`src/hw/rtl/mgsa_pkg.sv`:
```
// mgsa_pkg: shared types and constants for the max-gap slot allocator
// used by mgsa_ctrl, mgsa_datapath and max_gap_slot_allocator_core
package mgsa_pkg;

   // fixed field widths
   localparam int SLOT_W   = 6;
   localparam int STATUS_W = 2;
   localparam int CFG_W    = 7;

   // default row size and slot_count reset value
   localparam int MGSA_MAX_SLOTS_DEFAULT = 64;
   localparam logic [CFG_W-1:0] SLOT_COUNT_RESET = 7'd64;

   // request opcodes
   localparam logic OP_ALLOC   = 1'b0;
   localparam logic OP_RELEASE = 1'b1;

   // response status codes
   localparam logic [STATUS_W-1:0] ST_OK          = 2'd0;
   localparam logic [STATUS_W-1:0] ST_FULL        = 2'd1;
   localparam logic [STATUS_W-1:0] ST_BAD_RELEASE = 2'd2;

   // controller to datapath commands
   typedef struct packed {
      logic clear_step;
      logic load;
      logic scan_step;
      logic finish;
      logic rel_read;
      logic rel_check;
      logic commit;
   } mgsa_cmd_type;

   // datapath to controller status
   typedef struct packed {
      logic clear_last;
      logic scan_done;
      logic out_free;
   } mgsa_stat_type;

endpackage

```
`src/hw/rtl/mgsa_ram.sv`:
```
// mgsa_ram: generic simple dual-port ram, one write port and one registered read port
// no dependencies
module mgsa_ram #(
   parameter int WIDTH = 1,
   parameter int DEPTH = 64
) (
   input  logic                     clock,
   input  logic                     wr_en,
   input  logic [$clog2(DEPTH)-1:0] wr_addr,
   input  logic [WIDTH-1:0]         wr_data,
   input  logic [$clog2(DEPTH)-1:0] rd_addr,
   output logic [WIDTH-1:0]         rd_data
);

   logic [WIDTH-1:0] mem_ff [DEPTH];
   logic [WIDTH-1:0] rd_data_ff;

   // write port and registered read
   always_ff @(posedge clock) begin
      if (wr_en) begin
         mem_ff[wr_addr] <= wr_data;
      end
      rd_data_ff <= mem_ff[rd_addr];
   end

   assign rd_data = rd_data_ff;

endmodule

```
`src/hw/rtl/mgsa_ctrl.sv`:
```
// mgsa_ctrl: sequencing state machine for the slot allocator
// depends on mgsa_pkg; drives mgsa_datapath through mgsa_cmd_type
module mgsa_ctrl
   import mgsa_pkg::*;
(
   input  logic          clock,
   input  logic          reset,
   input  logic          req_valid,
   output logic          req_ready,
   input  logic          req_op,
   input  mgsa_stat_type stat,
   output mgsa_cmd_type  cmd
);

   typedef enum logic [2:0] {
      S_CLEAR,
      S_IDLE,
      S_SCAN,
      S_FIN,
      S_REL_RD,
      S_REL_CHK,
      S_DONE
   } state_type;

   state_type state_ff;
   state_type state_in;
   logic      accept;

   assign req_ready = (state_ff == S_IDLE);
   assign accept    = req_valid && req_ready;

   // next state and commands
   always_comb begin
      state_in = state_ff;
      cmd      = '0;
      case (state_ff)
         S_CLEAR: begin
            cmd.clear_step = 1'b1;
            if (stat.clear_last) begin
               state_in = S_IDLE;
            end
         end
         S_IDLE: begin
            if (accept) begin
               cmd.load = 1'b1;
               state_in = (req_op == OP_ALLOC) ? S_SCAN : S_REL_RD;
            end
         end
         S_SCAN: begin
            cmd.scan_step = 1'b1;
            if (stat.scan_done) begin
               cmd.scan_step = 1'b0;
               state_in      = S_FIN;
            end
         end
         S_FIN: begin
            cmd.finish = 1'b1;
            state_in   = S_DONE;
         end
         S_REL_RD: begin
            cmd.rel_read = 1'b1;
            state_in     = S_REL_CHK;
         end
         S_REL_CHK: begin
            cmd.rel_check = 1'b1;
            state_in      = S_DONE;
         end
         S_DONE: begin
            if (stat.out_free) begin
               cmd.commit = 1'b1;
               state_in   = S_IDLE;
            end
         end
         default: begin
            state_in = S_IDLE;
         end
      endcase
   end

   // state register
   always_ff @(posedge clock) begin
      if (reset) begin
         state_ff <= S_CLEAR;
      end else begin
         state_ff <= state_in;
      end
   end

endmodule

```
`src/hw/rtl/mgsa_datapath.sv`:
```
// mgsa_datapath: occupancy ram, gap scan, release check and response register
// depends on mgsa_pkg and mgsa_ram; commanded by mgsa_ctrl
module mgsa_datapath
   import mgsa_pkg::*;
#(
   parameter int MAX_SLOTS = MGSA_MAX_SLOTS_DEFAULT
) (
   input  logic                clock,
   input  logic                reset,
   input  mgsa_cmd_type        cmd,
   output mgsa_stat_type       stat,
   input  logic [SLOT_W-1:0]   req_slot_index,
   input  logic                csr_wr_en,
   input  logic [CFG_W-1:0]    csr_wr_data,
   output logic                rsp_valid,
   input  logic                rsp_ready,
   output logic [SLOT_W-1:0]   rsp_granted_slot,
   output logic [STATUS_W-1:0] rsp_status
);

   localparam int IDX_W  = $clog2(MAX_SLOTS);
   localparam int CNT_W  = $clog2(MAX_SLOTS + 1);
   localparam int WIDE_W = (CNT_W > CFG_W) ? CNT_W : CFG_W;

   // control registers
   logic [CFG_W-1:0]    slot_count_ff, slot_count_in;
   logic [CNT_W-1:0]    addr_ff, addr_in;
   logic                issued_ff, issued_in;
   logic                have_prev_ff, have_prev_in;
   logic                wr_pend_ff, wr_pend_in;
   logic                rsp_valid_ff, rsp_valid_in;
   // payload registers
   logic [IDX_W-1:0]    issued_idx_ff, issued_idx_in;
   logic [SLOT_W-1:0]   idx_ff, idx_in;
   logic [IDX_W-1:0]    prev_ff, prev_in;
   logic [IDX_W-1:0]    best_d_ff, best_d_in;
   logic [IDX_W-1:0]    best_seat_ff, best_seat_in;
   logic [IDX_W-1:0]    wr_addr_ff, wr_addr_in;
   logic                wr_data_ff, wr_data_in;
   logic [SLOT_W-1:0]   res_slot_ff, res_slot_in;
   logic [STATUS_W-1:0] res_status_ff, res_status_in;
   logic [SLOT_W-1:0]   rsp_slot_ff, rsp_slot_in;
   logic [STATUS_W-1:0] rsp_status_ff, rsp_status_in;

   // ram ports
   logic             ram_we;
   logic [IDX_W-1:0] ram_waddr;
   logic             ram_wdata;
   logic [IDX_W-1:0] ram_raddr;
   logic             ram_rdata;

   // helpers
   logic [WIDE_W-1:0] sc_ext;
   logic [WIDE_W-1:0] idx_ext;
   logic [CNT_W-1:0]  count;
   logic              idx_in_range;
   logic [IDX_W-1:0]  idx_addr;
   logic              addr_lt_count;
   logic [IDX_W-1:0]  gap_half;
   logic [IDX_W-1:0]  end_gap;
   logic [IDX_W-1:0]  last_seat;
   logic [IDX_W-1:0]  fin_d;
   logic [IDX_W-1:0]  fin_seat;

   // effective slot count, clamped to 1..MAX_SLOTS
   assign sc_ext = WIDE_W'(slot_count_ff);
   always_comb begin
      if (slot_count_ff == '0) begin
         count = CNT_W'(1);
      end else if (sc_ext > WIDE_W'(MAX_SLOTS)) begin
         count = CNT_W'(MAX_SLOTS);
      end else begin
         count = CNT_W'(sc_ext);
      end
   end

   assign idx_ext       = WIDE_W'(idx_ff);
   assign idx_in_range  = idx_ext < WIDE_W'(count);
   assign idx_addr      = idx_ext[IDX_W-1:0];
   assign addr_lt_count = addr_ff < count;

   // gap arithmetic
   assign gap_half  = (issued_idx_ff - prev_ff) >> 1;
   assign end_gap   = IDX_W'(count - CNT_W'(1) - CNT_W'(prev_ff));
   assign last_seat = IDX_W'(count - CNT_W'(1));

   // right-end candidate folded into the best gap
   always_comb begin
      if (end_gap > best_d_ff) begin
         fin_d    = end_gap;
         fin_seat = last_seat;
      end else begin
         fin_d    = best_d_ff;
         fin_seat = best_seat_ff;
      end
   end

   // status to controller
   assign stat.clear_last = (addr_ff == CNT_W'(MAX_SLOTS - 1));
   assign stat.scan_done  = !addr_lt_count && !issued_ff;
   assign stat.out_free   = !rsp_valid_ff || rsp_ready;

   // ram access muxing
   always_comb begin
      ram_we    = 1'b0;
      ram_waddr = addr_ff[IDX_W-1:0];
      ram_wdata = 1'b0;
      if (cmd.commit && wr_pend_ff) begin
         ram_we    = 1'b1;
         ram_waddr = wr_addr_ff;
         ram_wdata = wr_data_ff;
      end else if (cmd.clear_step) begin
         ram_we = 1'b1;
      end
      ram_raddr = cmd.rel_read ? idx_addr : addr_ff[IDX_W-1:0];
   end

   // next-state logic
   always_comb begin
      slot_count_in = slot_count_ff;
      addr_in       = addr_ff;
      issued_in     = issued_ff;
      issued_idx_in = issued_idx_ff;
      have_prev_in  = have_prev_ff;
      prev_in       = prev_ff;
      best_d_in     = best_d_ff;
      best_seat_in  = best_seat_ff;
      idx_in        = idx_ff;
      wr_pend_in    = wr_pend_ff;
      wr_addr_in    = wr_addr_ff;
      wr_data_in    = wr_data_ff;
      res_slot_in   = res_slot_ff;
      res_status_in = res_status_ff;
      rsp_valid_in  = rsp_valid_ff;
      rsp_slot_in   = rsp_slot_ff;
      rsp_status_in = rsp_status_ff;

      // configuration write
      if (csr_wr_en) begin
         slot_count_in = csr_wr_data;
      end

      // clearing pass after reset
      if (cmd.clear_step) begin
         addr_in = addr_ff + CNT_W'(1);
      end

      // start of a new request
      if (cmd.load) begin
         idx_in       = req_slot_index;
         addr_in      = '0;
         issued_in    = 1'b0;
         have_prev_in = 1'b0;
         prev_in      = '0;
         best_d_in    = '0;
         best_seat_in = '0;
         wr_pend_in   = 1'b0;
      end

      // issue one read per cycle during the scan
      if (cmd.scan_step) begin
         issued_in     = addr_lt_count;
         issued_idx_in = addr_ff[IDX_W-1:0];
         if (addr_lt_count) begin
            addr_in = addr_ff + CNT_W'(1);
         end
      end

      // evaluate the slot whose read data just came back
      if (issued_ff && ram_rdata) begin
         if (!have_prev_ff) begin
            if (issued_idx_ff > best_d_ff) begin
               best_d_in    = issued_idx_ff;
               best_seat_in = '0;
            end
         end else if (gap_half > best_d_ff) begin
            best_d_in    = gap_half;
            best_seat_in = prev_ff + gap_half;
         end
         have_prev_in = 1'b1;
         prev_in      = issued_idx_ff;
      end

      // allocation decision
      if (cmd.finish) begin
         if (!have_prev_ff) begin
            wr_pend_in    = 1'b1;
            wr_addr_in    = '0;
            wr_data_in    = 1'b1;
            res_slot_in   = '0;
            res_status_in = ST_OK;
         end else if (fin_d == '0) begin
            wr_pend_in    = 1'b0;
            res_slot_in   = '0;
            res_status_in = ST_FULL;
         end else begin
            wr_pend_in    = 1'b1;
            wr_addr_in    = fin_seat;
            wr_data_in    = 1'b1;
            res_slot_in   = SLOT_W'(fin_seat);
            res_status_in = ST_OK;
         end
      end

      // release check against the occupancy bit
      if (cmd.rel_check) begin
         res_slot_in = idx_ff;
         wr_addr_in  = idx_addr;
         wr_data_in  = 1'b0;
         if (idx_in_range && ram_rdata) begin
            wr_pend_in    = 1'b1;
            res_status_in = ST_OK;
         end else begin
            wr_pend_in    = 1'b0;
            res_status_in = ST_BAD_RELEASE;
         end
      end

      // response register
      if (rsp_valid_ff && rsp_ready) begin
         rsp_valid_in = 1'b0;
      end
      if (cmd.commit) begin
         rsp_valid_in  = 1'b1;
         rsp_slot_in   = res_slot_ff;
         rsp_status_in = res_status_ff;
         wr_pend_in    = 1'b0;
      end
   end

   // control state
   always_ff @(posedge clock) begin
      if (reset) begin
         slot_count_ff <= SLOT_COUNT_RESET;
         addr_ff       <= '0;
         issued_ff     <= 1'b0;
         have_prev_ff  <= 1'b0;
         wr_pend_ff    <= 1'b0;
         rsp_valid_ff  <= 1'b0;
      end else begin
         slot_count_ff <= slot_count_in;
         addr_ff       <= addr_in;
         issued_ff     <= issued_in;
         have_prev_ff  <= have_prev_in;
         wr_pend_ff    <= wr_pend_in;
         rsp_valid_ff  <= rsp_valid_in;
      end
   end

   // payload state
   always_ff @(posedge clock) begin
      issued_idx_ff <= issued_idx_in;
      idx_ff        <= idx_in;
      prev_ff       <= prev_in;
      best_d_ff     <= best_d_in;
      best_seat_ff  <= best_seat_in;
      wr_addr_ff    <= wr_addr_in;
      wr_data_ff    <= wr_data_in;
      res_slot_ff   <= res_slot_in;
      res_status_ff <= res_status_in;
      rsp_slot_ff   <= rsp_slot_in;
      rsp_status_ff <= rsp_status_in;
   end

   // occupancy map
   mgsa_ram #(
      .WIDTH (1),
      .DEPTH (MAX_SLOTS)
   ) u_occ_ram (
      .clock   (clock),
      .wr_en   (ram_we),
      .wr_addr (ram_waddr),
      .wr_data (ram_wdata),
      .rd_addr (ram_raddr),
      .rd_data (ram_rdata)
   );

   assign rsp_valid        = rsp_valid_ff;
   assign rsp_granted_slot = rsp_slot_ff;
   assign rsp_status       = rsp_status_ff;

endmodule

```
`src/hw/rtl/max_gap_slot_allocator_core.sv`:
```
// max_gap_slot_allocator_core: top level of the max-gap slot allocator
// depends on mgsa_pkg, mgsa_ctrl, mgsa_datapath and mgsa_ram
//
// Usage:
//   req channel (req_valid/req_ready, req_op, req_slot_index): op 0 allocates the
//   free slot farthest from any taken slot (lowest index on ties), op 1 releases
//   req_slot_index. rsp channel (rsp_valid/rsp_ready, rsp_granted_slot,
//   rsp_status) returns exactly one response per request transfer.
//   csr_wr_en/csr_wr_data write slot_count (clamped to 1..MAX_SLOTS); write only
//   while no request is in flight.
// Throughput:
//   one request at a time. An allocate scans the occupancy ram one slot per
//   cycle through its registered read port, then decides the grant; a release reads
//   the slot's occupancy bit and checks it. The next request is taken once the
//   response has been loaded into the output register.
// Reset:
//   synchronous; after reset a clearing pass writes every ram entry, during
//   which req_ready stays low. slot_count resets to 64.
// Stalls:
//   a held response sits in the output register; the next request is still
//   taken, and its result waits until the previous response is transferred.
module max_gap_slot_allocator_core
   import mgsa_pkg::*;
#(
   parameter int MAX_SLOTS = MGSA_MAX_SLOTS_DEFAULT
) (
   input  logic                clock,
   input  logic                reset,
   input  logic                req_valid,
   output logic                req_ready,
   input  logic                req_op,
   input  logic [SLOT_W-1:0]   req_slot_index,
   output logic                rsp_valid,
   input  logic                rsp_ready,
   output logic [SLOT_W-1:0]   rsp_granted_slot,
   output logic [STATUS_W-1:0] rsp_status,
   input  logic                csr_wr_en,
   input  logic [CFG_W-1:0]    csr_wr_data
);

   mgsa_cmd_type  cmd;
   mgsa_stat_type stat;

   // sequencer
   mgsa_ctrl u_ctrl (
      .clock     (clock),
      .reset     (reset),
      .req_valid (req_valid),
      .req_ready (req_ready),
      .req_op    (req_op),
      .stat      (stat),
      .cmd       (cmd)
   );

   // map, scan and response register
   mgsa_datapath #(
      .MAX_SLOTS (MAX_SLOTS)
   ) u_datapath (
      .clock            (clock),
      .reset            (reset),
      .cmd              (cmd),
      .stat             (stat),
      .req_slot_index   (req_slot_index),
      .csr_wr_en        (csr_wr_en),
      .csr_wr_data      (csr_wr_data),
      .rsp_valid        (rsp_valid),
      .rsp_ready        (rsp_ready),
      .rsp_granted_slot (rsp_granted_slot),
      .rsp_status       (rsp_status)
   );

endmodule

```
`config.mk`:
```
export PLATFORM = sky130hd
export DESIGN_NAME = max_gap_slot_allocator_core
export DESIGN_NICKNAME = d
export VERILOG_FILES = /design/src/hw/rtl/mgsa_pkg.sv /design/src/hw/rtl/mgsa_ram.sv /design/src/hw/rtl/mgsa_ctrl.sv /design/src/hw/rtl/mgsa_datapath.sv /design/src/hw/rtl/max_gap_slot_allocator_core.sv
export SDC_FILE = /design/constraint.sdc
export NUM_CORES = 1
export LEC_CHECK = 0
export BUFFER_PORTS_ARGS = -buffer_cell sky130_fd_sc_hd__buf_2
export CORE_MARGIN = 2
export CORE_UTILIZATION = 50
export CTS_CLUSTER_DIAMETER = 60
export DETAILED_ROUTE_END_ITERATION = 10
export GPL_TIMING_DRIVEN = 0
export PLACE_DENSITY = 0.78
export SLEW_MARGIN = 30
export SYNTH_ARGS = -nofsm -noshare
export SYNTH_HDL_FRONTEND = slang
export SYNTH_SLANG_ARGS = --single-unit
```
`constraint.sdc`:
```
create_clock -name clock -period 7 [get_ports clock]
set_input_delay 0.7 -clock clock [delete_from_list [all_inputs] [get_ports clock]]
set_output_delay 0.7 -clock clock [all_outputs]
set_load 0.02 [all_outputs]
```
==> run metrics, run 1 <==
final setup fails=0; die width=roughly 130 µm; Initial Util=51.1%; Max-slew headroom=between 40% and 50%; Largest Register=u_datapath.u_occ_ram.mem_ff; drt first-iter violations=around 670; status=finished, final reports clean; met2 Use GR=between 30 and 40%; routed via count=5,804; Place WS=about 2.0 ns; sequential share of the synthesized area=roughly half; Tmin final=~5.1 ns; Setup Crit Path Kind=flop to flop; HPWL after DPL=12.5 mm; largest net degree at the start of global routing=39; Area Growth Syn to Fin=13.4%; Worst Reg2Reg Path Length in Cells=19; Crit. Startpoint=u_datapath.sc_ext[6]; Worst Path Required=~7 ns; Worst-Margin Slew=approximately 0.8 ns; Top Family by Delay on Critical Path=simple AND/OR/NAND/NOR gates; CTS H-Tree Depth=4; launch point of the worst reg-to-reg path=u_datapath.sc_ext[6]; worst hold path depth=0; Data arrival, critical path=about 5.2 ns; met3 Usage GRT=~4.6%; Synth area leader=edfxtp_1; Compound-Gate Fraction of Synth Area=12.0%; Global Route met1 Usage=approximately 32%; Ys Warns=0; vias in the first global route=5,481; CP Launch Type=flop; XOR/XNOR Fraction of Synth Area=1.70%; HP Class=flop to flop; clock sink count=between 100 and 150; total CTS buffers=17; drt pass-1 iters=5; most frequent CP cell=ha_1; die area=~0.016 mm²; unrepaired setup endpoints after global routing=false; most frequent cells in the layout=nor2_1 (115), edfxtp_1 (104), nand2_1 (61); Core ar.=about 0.015 mm²; FF+latch count, synth=about 140; f_max=between 0.15 and 0.2 GHz; synth top area cells=edfxtp_1 (40%), dfxtp_1 (9.1%), ha_1 (7.1%), mux2i_1 (6.1%), nor2_1 (5.6%); # Max-Cap Violations=0; Post-synth EDFFs=between 100 and 150; Pleak=3.51 nW; Net Count, Synth=790; Hold Violations, Final=0; commonest non-fill, non-tap cell in the layout=nor2_1; Routed Antenna Nets=0; buffer count from post-CTS setup fixing=0; worst setup margin=approximately 1.9 ns; synthesized area=around 0.0077 mm²; layout cell share with drive strength beyond 1=about 13%; largest family of logic cells by synthesized area=simple AND/OR/NAND/NOR gates; GRT busiest layer=met2; Reg2Reg Setup Slack=1.89 ns; Hold WS=0.417 ns; Rows=45; post-synth top area share=about two fifths; Global Route Usage Sum=approximately 23%; # diodes=0; Buf/Inv on CP=3; slowest stage delay, CP=approximately 0.44 ns; WL/cell=~18 µm; adder-cell share of the synthesized area=under 10%; # port buffers=27; hold buffers post-CTS=0; initial antenna violation count=0; total congestion overflow=0; Longest Clk Path Bufs=2; first-pass GRT wire length=around 28 mm; Crit-path slowest cell=nor2b_1; total wire length=around 17 mm; max FFs per register=64; CTS tree=done; Period Utilization, post-route=between 70 and 80%; Slew Limit Fails=0; PwrDens=around 320 mW/mm²; drt via density=5.97; HP Start=u_datapath.res_slot_ff[0]; Yosys cell types=74; peak supply drop=~190 µV; Final nets=around 840; Top Ports=29; Clk pin slew, worst setup/hold paths=about 0.06 ns; top_reg_cell synth=edfxtp_1; clock skew=~0.0086 ns; root buf cell=clkbuf_16; Filler Cell Count=between 1,000 and 1,500; critical path cell sequence=clkbuf_1 > inv_1 > clkbuf_1 > nand2_1 > ha_1 > xnor2_1 > ha_1 > o21ai_0 > a21oi_1 > o22ai_1 > xor2_1 > ha_1 > nand4_1 > o22ai_1 > a21oi_2 > or4_1 > o21ai_2 > nor2b_1 > nor2b_1; # DRC=0; Crit. End Element=flop; Setup TNS=0 ns; Gate Count Post-Synth=approximately 720; FFs w/ async S/R, synth=0%; quantity of gates resized following cts=0; Die Span Y=~130 µm; worst skew pair latency=roughly 0.43 ns; simple-gate share of the synthesized area=approximately 17%; FF-to-FF End=u_datapath.wr_addr_ff[3]; CP max FO=10; routability congestion estimate=around 0.91; post-synthesis mux area share=under 10%; syn_area_per_cell=10.7 µm²; Hold EP=u_datapath.rsp_granted_slot[0]
==> routing by layer <==
metal  up-vias  part of all wire [%]  wire, µm
li1       2768                     -         -
met1      2728                    46      7960
met2       272                    44      7680
met3        36                   8.4      1470
met4         0                   2.1       367
met5         -                     0         0
==> synthesized netlist by cell type (5+ instances only) <==
cell      count
mux2_1        5
nand3b_1      5
or4_1         7
ha_1         44
a21oi_1      30
xor2_1       10
nand3_1       9
a211oi_1      6
and3_1       10
nor2b_1      12
clkbuf_1     14
nor3_1       17
nand2_1      61
dfxtp_1      35
o211ai_1      7
o21ai_0      21
nand2b_1     11
a21o_1        7
buf_6         5
inv_1        26
o31ai_1       6
edfxtp_1    104
nor2_1      115
mux2_2        9
xnor2_1       5
mux2i_1      47
o22ai_1      12
a22o_1        7
==> where the power goes <==
part           internal (mW)  switching [mW]
clock                  0.604           0.374
sequential             0.933          0.0571
combinational          0.322           0.480
total                   1.86           0.911
==> metrics by stage <==
| stage | instance area (µm²) | power [mW] | util, % | std cells |
|---|---|---|---|---|
| 6_report | 8770 | 2.77 | 57.9 | 972 |
| 5_1_grt | 8770 | 2.90 | 57.9 | 972 |
| 4_1_cts | 8770 | 2.76 | 57.9 | 972 |
| 3_5_place_dp | 8140 | 1.79 | 53.7 | 940 |
| 3_3_place_gp | 8110 | 1.78 | 53.5 | 939 |
| 2_1_floorplan | 7740 | 1.59 | - | 724 |
==> cell type report <==
cell class                      instances  area [µm²]  area share (%)
Sequential cell                       139        3820            43.6
Multi-Input combinational cell        535        3680            41.9
Clock buffer                           17         425            4.85
Tap cell                              188         235            2.68
Clock inverter                         15         211            2.41
Timing Repair Buffer                   28         163            1.85
Buffer                                 23         134            1.53
Inverter                               27         101            1.16
==> cells by family after synthesis <==
logic type,count (synthesis)
xor gates and xnor gates,15
buffers and inverters,50
DFF,139
and+or+nand+nor,275
muxes,64
AOI/OAI and AO/OA,134
adders and majority gates,47
==> worst max-delay path by stage <==
stage / to / slack, ns / cells after the start
after global routing: u_datapath.wr_addr_ff[3] / 1.53 / 19
after detailed placement: u_datapath.wr_addr_ff[3] / 2.00 / 19
final: u_datapath.wr_addr_ff[3] / 1.89 / 19
after floorplan: u_datapath.wr_addr_ff[0] / 2.85 / 18
after CTS: u_datapath.wr_addr_ff[3] / 1.91 / 19
after global placement: u_datapath.wr_addr_ff[0] / 2.05 / 19
==> worst register-to-register path, stage by stage (launching register included) <==
cell and delay (ns):
dfxtp_1 0.29, clkbuf_1 0.19, inv_1 0.16, clkbuf_1 0.39, nand2_1 0.21, ha_1 0.28, xnor2_1 0.25, ha_1 0.32
o21ai_0 0.19, a21oi_1 0.07, o22ai_1 0.19, xor2_1 0.28, ha_1 0.31, nand4_1 0.10, o22ai_1 0.08, a21oi_2 0.42
or4_1 0.23, o21ai_2 0.15, nor2b_1 0.19, nor2b_1 0.44
(Power assumes the default switching activity.)
==> run 2, diff against run 1 <==
- ABC_AREA: unset -> 1
- PLACE_DENSITY: 0.78 -> 0.8
- clock period: 7 -> 4.55 ns (I/O delays scaled with it)
==> run metrics, run 2 <==
Tmin final=roughly 4.1 ns; Data arrival, critical path=4.30 ns; Top Ports=29; Net Count, Synth=a little under 1,000; first-pass GRT wire length=just over 30 mm; slowest stage delay, CP=around 0.30 ns; Setup Crit Path Kind=flop to flop; drt via density=about 5.6; # Max-Cap Violations=0; HP Class=input port to flop; FFs w/ async S/R, synth=0%; worst setup margin=just over 0.4 ns; Hold Violations, Final=0; drt first-iter violations=749; most frequent CP cell=nand2_1; Sw Ratio=~30%; Crit-path slowest cell=ha_1; # diodes=0; die area=about 0.017 mm²; Slew Limit Fails=0; Yosys cell types=between 40 and 50; clock skew=approximately 0.0096 ns; root buf cell=clkbuf_16; routability congestion estimate=around 0.93; Crit. End Element=flop; Post-Layout Cell Count=1,191; f_max=around 0.24 GHz; status=finished, final reports clean; hold buffers post-CTS=0; Routed Antenna Nets=0; peak supply drop=301 µV; commonest non-fill, non-tap cell in the layout=nand2_1; placed cell count=between 1,000 and 1,500; Rows=45; Longest Clk Path Bufs=2; post-synth top area share=between 30% and 40%; final setup fails=0; initial antenna violation count=0; top_reg_cell synth=edfxtp_1; most common cell in the netlist=nand2_1; most frequent cells in the layout=nand2_1 (163), nor2_1 (134), inv_1 (117); Area Growth Syn to Fin=13.6%; Die Span Y=130 µm; worst skew pair latency=approximately 0.43 ns; Worst-Margin Slew=approximately 0.88 ns; drt pass-1 iters=5; FF+latch count, synth=around 140; Ys Warns=0; Pleak=3.77 nW; sequential share of the synthesized area=between 40% and 50%; # port buffers=27; max FFs per register=64; # DRC=0; Psw=a little over 1 mW; total congestion overflow=0; Clk pin slew, worst setup/hold paths=~0.06 ns; synth top area cells=edfxtp_1 (39%), dfxtp_1 (8.9%), nand2_1 (7.9%), ha_1 (7.0%), nor2_1 (6.7%); Internal=2.35 mW; CTS tree=done; Sequential Power Share=a little over two fifths; Initial Util=between 50% and 60%; synthesized area=0.00791 mm²; syn_area_per_cell=around 8.6 µm²; CP max FO=8; Post-synth EDFFs=approximately 100; layout cell share with drive strength beyond 1=a little under an eighth; CTS H-Tree Depth=4; WL/cell=around 16 µm; CP Launch Type=flop; PwrDens=approximately 370 mW/mm²; Max-slew headroom=40.6%; Global Route Usage Sum=24.2%; Core ar.=between 0.015 and 0.02 mm²; Largest Register=u_datapath.u_occ_ram.mem_ff; Final nets=a little over 1,000; total wire length=19.6 mm; vias in the first global route=approximately 6,200; Gate Count Post-Synth=between 900 and 1,000; Comb power frac=approximately a fifth; largest net degree at the start of global routing=27; Period Utilization, post-route=about nine tenths; total CTS buffers=17; die width=between 100 and 150 µm; Synth area leader=edfxtp_1; clock sink count=around 140; routed via count=6,707; Clock Power Share=a little under two fifths; Place WS=-0.0506 ns; Worst Path Required=approximately 4.7 ns; Post-synth top cells=nand2_1 (166), nor2_1 (141), inv_1 (119); HPWL after DPL=approximately 14 mm
-- run 2: cell type report --
type	instances	area, µm²
Timing Repair Buffer	30	198
Sequential cell	139	3820
Clock inverter	12	100
Fill cell	1326	6330
Tap cell	211	264
Buffer	21	98.8
Multi-Input combinational cell	635	3600
Clock buffer	19	433
Inverter	124	468
-- run 2: path summary, 6_finish.rpt --
kind | start | endpoint | slack (ns) | cells after the start
hold reg to reg | u_datapath.res_slot_ff[3] | u_datapath.rsp_granted_slot[3] | 0.42 | 0
setup / recovery | u_datapath.sc_ext[6] | u_datapath.res_slot_ff[1] | 0.41 | 28
setup reg to reg | u_datapath.sc_ext[6] | u_datapath.res_slot_ff[1] | 0.41 | 28
hold / removal | req_slot_index[4] | u_datapath.idx_addr[4] | 0.20 | 1
-- run 2: kinds of logic after synthesis --
| group | synth area share [%] |
|---|---|
| AOI/OAI and AO/OA | 12.8 |
| xor gates and xnor gates | 1.77 |
| adders and majority gates | 7.72 |
| buffers and inverters | 7.09 |
| DFF | 48.3 |
| and+or+nand+nor | 22.3 |
-- run 2: what timing repair did --
| action | 4_1_cts | 5_1_grt |
|---|---|---|
| endpoints found under the setup margin | 9 | 21 |
| buffers inserted | 0 | 1 |
| endpoints found under the hold margin | 0 | 0 |
| pin swaps | 0 | 1 |
| gates resized for setup | 2 | 19 |
-- run 2: routing by layer --
metal	global-route usage [%]	vias to the layer above	wire (µm)
li1	-	3209	-
met1	31.0	3101	8030
met2	39.6	325	9360
met3	5.08	72	1520
met4	11.1	0	717
met5	0	-	0
-- run 2: per-stage QoR --
step	cell area, µm²	TNS (ns)	power, mW	hold slack, ns	util [%]
after global routing	8980	-0.0334	3.51	0.196	58.7
after floorplan	7910	0	1.91	0.400	-
final	8980	0	3.37	0.198	58.7
after global placement	8310	0	2.05	0.405	54.3
after CTS	8910	0	3.33	0.193	58.2
after detailed placement	8370	-0.304	2.08	0.408	54.7
-- run 2: critical path, delay by kind of cell, from the launching register on --
family                   cells  cell delay [ns]
adder cells (fa/ha/maj)      3             0.76
flip-flops                   1             0.29
AND/OR/NAND/NOR             15             1.51
buffers and inverters        5             0.50
AO/OA/AOI/OAI                4             0.59
XOR/XNOR                     1             0.19
-- run 2: power groups by stage --
stage / Clock [mW] / Sequential (mW) / Combinational [mW]
finish: 1.26 / 1.42 / 0.682
global placement: 0 / 1.44 / 0.611
global route: 1.32 / 1.42 / 0.771
detailed placement: 0 / 1.44 / 0.635
floorplan: 0 / 1.43 / 0.484
CTS: 1.27 / 1.42 / 0.642
